===== src/sv/gha_pkg.sv =====
package gha_pkg;

  localparam int unsigned BYTE_W          = 8;
  localparam int unsigned WIN_W           = 32;
  localparam int unsigned OFF_W           = 3;
  localparam int unsigned SCRAMBLER_SPAN  = 43;
  localparam logic [WIN_W-1:0] HUNT_PATTERN_RESET = 32'hB6AB31E0;

  // lock event handed from the hunter to the realigner
  typedef struct packed {
    logic              hit;
    logic [OFF_W-1:0]  offset;
    logic [BYTE_W-1:0] leftover;
  } lock_t;

endpackage


===== src/sv/gha_in_if.sv =====
interface gha_in_if;
  logic                        valid;
  logic                        ready;
  logic [gha_pkg::BYTE_W-1:0]  data_byte;

  modport source (output valid, output data_byte, input ready);
  modport sink   (input valid, input data_byte, output ready);
endinterface


===== src/sv/gha_out_if.sv =====
interface gha_out_if;
  logic                        valid;
  logic                        ready;
  logic [gha_pkg::BYTE_W-1:0]  plain_byte;

  modport source (output valid, output plain_byte, input ready);
  modport sink   (input valid, input plain_byte, output ready);
endinterface


===== src/sv/gfp_hunt_align_descrambler.sv =====
// channel   dir  payload            meaning
// in_i      in   data_byte [7:0]    raw line byte, lsb received first
// out_o     out  plain_byte [7:0]   aligned descrambled byte, first bit in msb
// cfg       in   cfg_wdata_i[31:0]  hunt pattern, written when cfg_we_i is high
//
// one byte per cycle sustained while the output accepts; a request passes
// through the input register and one logic stage into the result register
// bytes taken while hunting and the locking byte give no result
// reset clears to hunting with pattern 0xB6AB31E0 and zero descrambler history
// a stalled result holds in the output register; input stalls only when both
// the input register and the result register are full
module gfp_hunt_align_descrambler #(
  parameter int unsigned SCRAMBLER_SPAN = gha_pkg::SCRAMBLER_SPAN
) (
  input  logic                        clk_i,
  input  logic                        rst_ni,
  gha_in_if.sink                      in_i,
  gha_out_if.source                   out_o,
  input  logic                        cfg_we_i,
  input  logic [gha_pkg::WIN_W-1:0]   cfg_wdata_i
);

  logic [gha_pkg::WIN_W-1:0]  pattern_q;
  logic                       s1_valid_q;
  logic [gha_pkg::BYTE_W-1:0] s1_data_q;
  logic                       out_valid_q;
  logic [gha_pkg::BYTE_W-1:0] out_data_q;
  logic                       locked;
  logic                       out_free;
  logic                       adv;
  logic [gha_pkg::BYTE_W-1:0] plain;
  gha_pkg::lock_t             lock;

  assign out_free   = !out_valid_q || out_o.ready;
  assign adv        = s1_valid_q && (!locked || out_free);
  assign in_i.ready = !s1_valid_q || adv;

  gha_hunt u_hunt (
    .clk_i     (clk_i),
    .rst_ni    (rst_ni),
    .step_i    (adv && !locked),
    .data_i    (s1_data_q),
    .pattern_i (pattern_q),
    .locked_o  (locked),
    .lock_o    (lock)
  );

  gha_descr #(
    .SCRAMBLER_SPAN (SCRAMBLER_SPAN)
  ) u_descr (
    .clk_i   (clk_i),
    .rst_ni  (rst_ni),
    .step_i  (adv && locked),
    .lock_i  (lock),
    .data_i  (s1_data_q),
    .plain_o (plain)
  );

  always_ff @(posedge clk_i or negedge rst_ni) begin
    if (!rst_ni) begin
      pattern_q   <= gha_pkg::HUNT_PATTERN_RESET;
      s1_valid_q  <= 1'b0;
      out_valid_q <= 1'b0;
    end else begin
      if (cfg_we_i) begin
        pattern_q <= cfg_wdata_i;
      end
      if (in_i.ready) begin
        s1_valid_q <= in_i.valid;
      end
      if (adv && locked) begin
        out_valid_q <= 1'b1;
      end else if (out_o.ready) begin
        out_valid_q <= 1'b0;
      end
    end
  end

  always_ff @(posedge clk_i) begin
    if (in_i.valid && in_i.ready) begin
      s1_data_q <= in_i.data_byte;
    end
    if (adv && locked) begin
      out_data_q <= plain;
    end
  end

  assign out_o.valid      = out_valid_q;
  assign out_o.plain_byte = out_data_q;

  a_lock_sticky: assert property (@(posedge clk_i) disable iff (!rst_ni)
    locked |=> locked)
    else $error("lock dropped without reset");

  a_no_result_hunting: assert property (@(posedge clk_i) disable iff (!rst_ni)
    $rose(out_valid_q) |-> locked)
    else $error("result produced while hunting");

  a_locked_step_gives_result: assert property (@(posedge clk_i) disable iff (!rst_ni)
    adv && locked |=> out_valid_q)
    else $error("locked byte did not reach the result register");

  a_held_byte_kept: assert property (@(posedge clk_i) disable iff (!rst_ni)
    s1_valid_q && !adv |=> s1_valid_q && $stable(s1_data_q))
    else $error("pending input byte lost");

endmodule


===== src/sv/gha_hunt.sv =====
module gha_hunt (
  input  logic                        clk_i,
  input  logic                        rst_ni,
  input  logic                        step_i,
  input  logic [gha_pkg::BYTE_W-1:0]  data_i,
  input  logic [gha_pkg::WIN_W-1:0]   pattern_i,
  output logic                        locked_o,
  output gha_pkg::lock_t              lock_o
);

  localparam int unsigned ExtW = gha_pkg::WIN_W + gha_pkg::BYTE_W;

  logic [gha_pkg::WIN_W-1:0] window_q, window_d;
  logic                      locked_q, locked_d;
  logic [ExtW-1:0]           ext;
  logic [gha_pkg::WIN_W-1:0] cand [gha_pkg::BYTE_W];
  gha_pkg::lock_t            lock;
  logic [gha_pkg::WIN_W-1:0] hit_win;

  // window followed by the byte bit-reversed, so bit 0 of the byte enters first
  always_comb begin
    ext[ExtW-1:gha_pkg::BYTE_W] = window_q;
    for (int b = 0; b < gha_pkg::BYTE_W; b++) begin
      ext[gha_pkg::BYTE_W-1-b] = data_i[b];
    end
  end

  always_comb begin
    lock     = '0;
    hit_win  = ext[gha_pkg::WIN_W-1:0];
    // search from the last bit down so the earliest match wins
    for (int k = gha_pkg::BYTE_W - 1; k >= 0; k--) begin
      cand[k] = gha_pkg::WIN_W'(ext >> (gha_pkg::BYTE_W - 1 - k));
      if (cand[k] == pattern_i) begin
        lock.hit      = 1'b1;
        lock.offset   = gha_pkg::OFF_W'(k + 1);
        lock.leftover = data_i & gha_pkg::BYTE_W'(16'h00FF << (k + 1));
        hit_win       = cand[k];
      end
    end
  end

  always_comb begin
    window_d = window_q;
    locked_d = locked_q;
    if (step_i && !locked_q) begin
      window_d = hit_win;
      locked_d = lock.hit;
    end
  end

  always_ff @(posedge clk_i or negedge rst_ni) begin
    if (!rst_ni) begin
      window_q <= '0;
      locked_q <= 1'b0;
    end else begin
      window_q <= window_d;
      locked_q <= locked_d;
    end
  end

  assign locked_o = locked_q;
  assign lock_o   = '{hit: lock.hit && step_i && !locked_q,
                      offset: lock.offset, leftover: lock.leftover};

endmodule


===== src/sv/gha_descr.sv =====
module gha_descr #(
  parameter int unsigned SCRAMBLER_SPAN = gha_pkg::SCRAMBLER_SPAN
) (
  input  logic                        clk_i,
  input  logic                        rst_ni,
  input  logic                        step_i,
  input  gha_pkg::lock_t              lock_i,
  input  logic [gha_pkg::BYTE_W-1:0]  data_i,
  output logic [gha_pkg::BYTE_W-1:0]  plain_o
);

  localparam int unsigned ExtW = SCRAMBLER_SPAN + gha_pkg::BYTE_W;

  logic [gha_pkg::OFF_W-1:0]  offset_q, offset_d;
  logic [gha_pkg::BYTE_W-1:0] leftover_q, leftover_d;
  logic [SCRAMBLER_SPAN-1:0]  hist_q, hist_d;
  logic [gha_pkg::BYTE_W-1:0] aligned;
  logic [ExtW-1:0]            ext;
  logic [3:0]                 up_sh;

  assign up_sh = 4'(gha_pkg::BYTE_W) - {1'b0, offset_q};

  always_comb begin
    if (offset_q == '0) begin
      aligned = data_i;
    end else begin
      aligned = gha_pkg::BYTE_W'((16'(leftover_q) >> offset_q) | (16'(data_i) << up_sh));
    end
  end

  // stream of history (oldest at bit 0) then the new bits; tap is span bits back
  assign ext = {aligned, hist_q};

  always_comb begin
    for (int j = 0; j < gha_pkg::BYTE_W; j++) begin
      plain_o[gha_pkg::BYTE_W-1-j] = aligned[j] ^ ext[j];
    end
  end

  always_comb begin
    offset_d   = offset_q;
    leftover_d = leftover_q;
    hist_d     = hist_q;
    if (lock_i.hit) begin
      offset_d   = lock_i.offset;
      leftover_d = lock_i.leftover;
    end else if (step_i) begin
      leftover_d = (offset_q == '0) ? '0
                 : data_i & gha_pkg::BYTE_W'(16'h00FF << offset_q);
      hist_d     = ext[ExtW-1:gha_pkg::BYTE_W];
    end
  end

  always_ff @(posedge clk_i or negedge rst_ni) begin
    if (!rst_ni) begin
      offset_q   <= '0;
      leftover_q <= '0;
      hist_q     <= '0;
    end else begin
      offset_q   <= offset_d;
      leftover_q <= leftover_d;
      hist_q     <= hist_d;
    end
  end

endmodule

===== src/flat_wrapper.sv =====
// flat-port wrapper written by rule: the top's interface ports become plain ports
module gfp_hunt_align_descrambler_flat 
#(
  parameter int unsigned SCRAMBLER_SPAN = gha_pkg::SCRAMBLER_SPAN
)
  (clk_i, rst_ni, cfg_we_i, cfg_wdata_i, in_i_valid, in_i_data_byte, in_i_ready, out_o_valid, out_o_plain_byte, out_o_ready);
  gha_in_if in_i_i ();
  gha_out_if out_o_i ();
  input  logic clk_i;
  input  logic rst_ni;
  input  logic cfg_we_i;
  input  logic [gha_pkg::WIN_W-1:0] cfg_wdata_i;
  input wire logic [$bits(in_i_i.valid)-1:0] in_i_valid;
  input wire logic [$bits(in_i_i.data_byte)-1:0] in_i_data_byte;
  output wire logic [$bits(in_i_i.ready)-1:0] in_i_ready;
  output wire logic [$bits(out_o_i.valid)-1:0] out_o_valid;
  output wire logic [$bits(out_o_i.plain_byte)-1:0] out_o_plain_byte;
  input wire logic [$bits(out_o_i.ready)-1:0] out_o_ready;
  assign in_i_i.valid = in_i_valid;
  assign in_i_i.data_byte = in_i_data_byte;
  assign in_i_ready = in_i_i.ready;
  assign out_o_valid = out_o_i.valid;
  assign out_o_plain_byte = out_o_i.plain_byte;
  assign out_o_i.ready = out_o_ready;
  gfp_hunt_align_descrambler #(.SCRAMBLER_SPAN(SCRAMBLER_SPAN)) u_core (.clk_i(clk_i), .rst_ni(rst_ni), .in_i(in_i_i), .out_o(out_o_i), .cfg_we_i(cfg_we_i), .cfg_wdata_i(cfg_wdata_i));
endmodule

===== config.mk =====
export PLATFORM = sky130hd
export DESIGN_NAME = gfp_hunt_align_descrambler_flat
export DESIGN_NICKNAME = d
export VERILOG_FILES = /design/src/sv/gha_pkg.sv /design/src/sv/gha_in_if.sv /design/src/sv/gha_out_if.sv /design/src/sv/gfp_hunt_align_descrambler.sv /design/src/sv/gha_hunt.sv /design/src/sv/gha_descr.sv /design/src/flat_wrapper.sv
export SDC_FILE = /design/constraint.sdc
export NUM_CORES = 1
export LEC_CHECK = 0
export BUFFER_PORTS_ARGS = -buffer_cell sky130_fd_sc_hd__buf_2
export CAP_MARGIN = 20
export CORE_MARGIN = 2
export CORE_UTILIZATION = 45
export DETAILED_ROUTE_END_ITERATION = 7
export SETUP_SLACK_MARGIN = 0.05
export SKIP_LAST_GASP = 1
export SYNTH_ARGS = -nofsm -noshare
export SYNTH_HDL_FRONTEND = slang
export SYNTH_HIERARCHICAL = 1
export SYNTH_SLANG_ARGS = --single-unit

===== constraint.sdc =====
create_clock -name clk_i -period 3 [get_ports clk_i]
set_clock_uncertainty 0.05 [all_clocks]
set_input_delay 0.45 -clock clk_i [delete_from_list [all_inputs] [get_ports clk_i]]
set_output_delay 0.45 -clock clk_i [all_outputs]
set_load 0.02 [all_outputs]

==> results.md <==
* Number of antenna violations at the first check in global routing at 0
* Maximum number of pins on one net before global-route repair at 96
* Number of vias per cell after detailed routing at about 6.1
* Port-buffer cells at 54
* Setup repair after global routing missed its margin: true
* Static Leakage at 5.88 nW
* Critical path origin: u_core/pattern_q[28]
* Worst-case vdd ir drop at between 0.3 and 0.4 mV
* Final global-route overflow total at 0
* Number of sinks driven by the clock tree at around 140
* Floorplan die height at ~170 um
* Critical path destination: u_core/u_descr/leftover_q[6]
* Post-synth top flop: dfrtp_1
* GR Util All Layers at 29.4%
* Detail Route Antenna Nets at 0
* Fin crit share at ~97%
* Yosys warning total at 6
* Count of flip-flops with a built-in enable after synthesis at 16
* Area of the placeable core at around 25,000 um2
* DRC violation count after routing at 0
* Violation count after the first detailed-route iteration at about 1,300
* Maximum count of clock buffers along a single path at 2
* Sequential-to-total area share from yosys stat at around 30%
* Number of rows created at floorplan at 58
* WP data arrival at ~3.2 ns
* Maximum level of the CTS H-tree at 4
* DP Wirelength at about 28 mm
* Average wire per cell in the routed design at approximately 23 um
* Type of destination of the critical path: flop
* Layout-stage area growth over the synthesis result at 18.7%
* Initial Util at 46.1%
* Placer congestion estimate at 1.02
* Largest fanout on the critical path at 15
* First-pass GRT wire length at 60.4 mm
* Worst flop-to-flop path endpoint: u_core/u_descr/leftover_q[6]
* Final Max Tran Viols at 0
* Synth Net Count at 1,352
* Worst-case reg-to-reg path depth at 8
* Clock buffers created by TritonCTS at 17
* Number of max-capacitance violations reported at 0
* Clock tree from TritonCTS: yes
* Fraction of final layout cells sized beyond drive strength 1 at between 20% and 30%
* Routed via count at around 11,000
* Avg Synthesized Cell Area at 8.96 um2
* Count of TritonRoute iterations in the first routing pass at 5
* Number of diodes added for antenna fixing at 0
* Fraction of met1 tracks used by global routing at 41.6%
* Power density over cell area at roughly 460 nW/um2
* Worst setup slack for register-to-register paths at just under 0.09 ns
* Via count of the first global-routing pass at approximately 10,000
* Cell count after synthesis at ~1,300
* Insertion delay of the later-clocked pin in the worst-skew pair at between 0.4 and 0.5 ns
* Die width at about 170 um
* Finish-stage setup viols at 0
* Final worst hold slack at about 0.14 ns
* Number of hold-slack violations in the final timing report at 0
* Area of all placed cells without fillers at around 14,000 um2
* Routing layer with the top usage in global route: met2
* Reg2Reg Launch Point: u_core/pattern_q[28]
* Class of the tightest hold or removal check: in2reg
* Relative max-transition margin at 56.6%
* Post-placement cell area at roughly 13,000 um2
* Post-layout power at ~6.4 mW
* Number of nets at the end of the flow at between 1,000 and 1,500
* Data required time at the worst endpoint at between 3 and 4 ns
* Post-route setup TNS at 0 ns
* Critical Path Source Type: flop
* GR Layer Usage met2 at about 45%
* Max Clock Freq at approximately 340 MHz
* Count of state elements after synthesis at roughly 140
* Run status: finished, final reports clean
* Total wire length after detailed routing at roughly 40 mm
* Top-Level Pins at between 50 and 60
* Share of synthesized flip-flops with an asynchronous set or reset at 88.2%
* Summed instance area of the synthesized netlist at between 10,000 and 15,000 um2
* Clock tree root driver cell: clkbuf_16
* Number of distinct library cell variants in the gate-level netlist after synthesis at 64
* Met3 layer usage reported by global route at 5.37%
* Area of the die at 27,300 um2
* Clock slew at the register clock pins of the worst setup and hold paths at approximately 0.070 ns
* Fill count at between 2,000 and 2,500
* Crit Path Class: reg2reg
* Least-Margin Pin Slew at between 0.6 and 0.7 ns
* Crit path time final at slightly below 3 ns
logic make-up after synthesis:
| family | after synthesis | synth area share [%] |
|---|---|---|
| AOI/OAI and AO/OA | 246 | 15.1 |
| xor gates and xnor gates | 264 | 19.8 |
| adders and majority gates | 4 | 0.428 |
| buffers and inverters | 207 | 10.3 |
| DFF | 136 | 30.0 |
| muxes | 88 | 9.47 |
| other | 1 | 0.0321 |
| and+or+nand+nor | 357 | 14.9 |
worst max-delay path, cell delays in order, from the launching register on:
cell	delay [ns]
dfstp_4	0.74
xor2_1	0.11
nor4_2	0.29
nand4_1	0.27
or2_1	0.34
and2_1	0.19
a41oi_4	0.25
buf_6	0.20
mux2_2	0.35
Yosys cell counts, types with 5 or more instances:
master     count  area, um2
clkbuf_1      34        128
a21oi_1       42        210
buf_2         50        250
nand4_1       28        175
buf_4         53        398
a2111oi_0     30        263
a22o_1        32        280
o21ai_0       16       80.1
xnor2_1       68        596
mux2_4        30        450
nor3_1        39        195
nor2_1        45        169
buf_6         13        146
dfrtp_1      104       2600
nand2_1      128        480
a31oi_1       64        400
nand2b_1       5       31.3
o221ai_1      30        263
nand3_1       30        150
inv_1         46        173
dfstp_2       16        420
nor2b_1       11       68.8
edfxtp_1      16        480
nor4_1        54        338
xor2_1       196       1720
mux2_2        19        214
mux2i_1       34        340
how the worst min path moves through the flow:
stage / slack (ns) / startpoint / to / depth (start not counted)
2_1_floorplan: 0.10 / rst_ni / u_core/out_o.valid / 0
3_3_place_gp: 0.38 / rst_ni / u_core/pattern_q[9] / 1
3_5_place_dp: 0.38 / rst_ni / u_core/pattern_q[9] / 1
4_1_cts: 0.12 / in_i_data_byte[5] / u_core/s1_data_q[5] / 1
5_1_grt: 0.12 / in_i_data_byte[5] / u_core/s1_data_q[5] / 1
6_report: 0.14 / in_i_data_byte[5] / u_core/s1_data_q[5] / 1
cells in the final DEF, fill, tap and decap left out, drive strengths merged, types with 5 or more instances in the layout:
cell type  Yosys  layout
nor2b         11      11
xor2         196     196
dfrtp        104     104
nand3         31      31
nand4         28      28
a21oi         42      42
nor2          49      49
clkinv         1       5
mux2i         34      34
a22o          32      32
clkbuf        36      19
nor4          54      54
nand2b         5       5
a31oi         65      65
edfxtp        16      16
buf          124     237
xnor2         68      68
nor3          40      40
nand2        128     128
dfstp         16      16
o221ai        30      30
a2111oi       30      30
mux2          50      50
inv           46      54
o21ai         18      18
repair_timing:
| action | 4_1_cts | 5_1_grt |
|---|---|---|
| hold buffers | 1 | 0 |
| gates cloned | 0 | 2 |
| setup buffers | 5 | 23 |
| endpoints found under the setup margin | 52 | 77 |
| hold endpoints to repair | 22 | 0 |
| pin swaps | 0 | 7 |
| resized for setup | 8 | 30 |
report_power, final:
part           internal, mW  switching (mW)
Combinational         0.823           0.963
Clock                  1.28            1.02
Sequential             2.00           0.277
Total                  4.10            2.26
through the flow:
stage / worst slack [ns] / utilization (%) / instances
final: 0.0888 / 54.7 / 1745
after global routing: 0.0169 / 54.7 / 1745
after CTS: 0.0501 / 53.4 / 1720
after detailed placement: -0.0587 / 50.5 / 1682
after global placement: -0.0601 / 50.5 / 1682
after floorplan: 0.0707 / - / 1303
registers in the layout, summed over array words and instances, names as in the netlist:
register                   flops
u_core/u_descr/hist_q         43
u_core/pattern_q              32
u_core/u_hunt/window_q        31
u_core/out_o.plain_byte        8
u_core/s1_data_q               8
u_core/u_descr/leftover_q      8
u_core/u_descr/offset_q        3
u_core/out_o.valid             1
u_core/s1_valid_q              1
u_core/u_hunt/locked_o         1
routing by layer:
metal	routed length, um	share of wire [%]
met1	17600	44
met2	17700	44
met3	3350	8.3
met4	1530	3.8
met5	0	0
layout make-up:
cell class                 instances  area (um2)  share of cell area [%]
tap                              330         413                    2.98
inverter                          47         176                    1.27
sequential                       136        3540                    25.6
clock inverter                    15         203                    1.46
clock buffer                      17         425                    3.07
timing repair buffer             240        1980                    14.3
multi-input combinational        960        7130                    51.4
(Power assumes the default switching activity.)
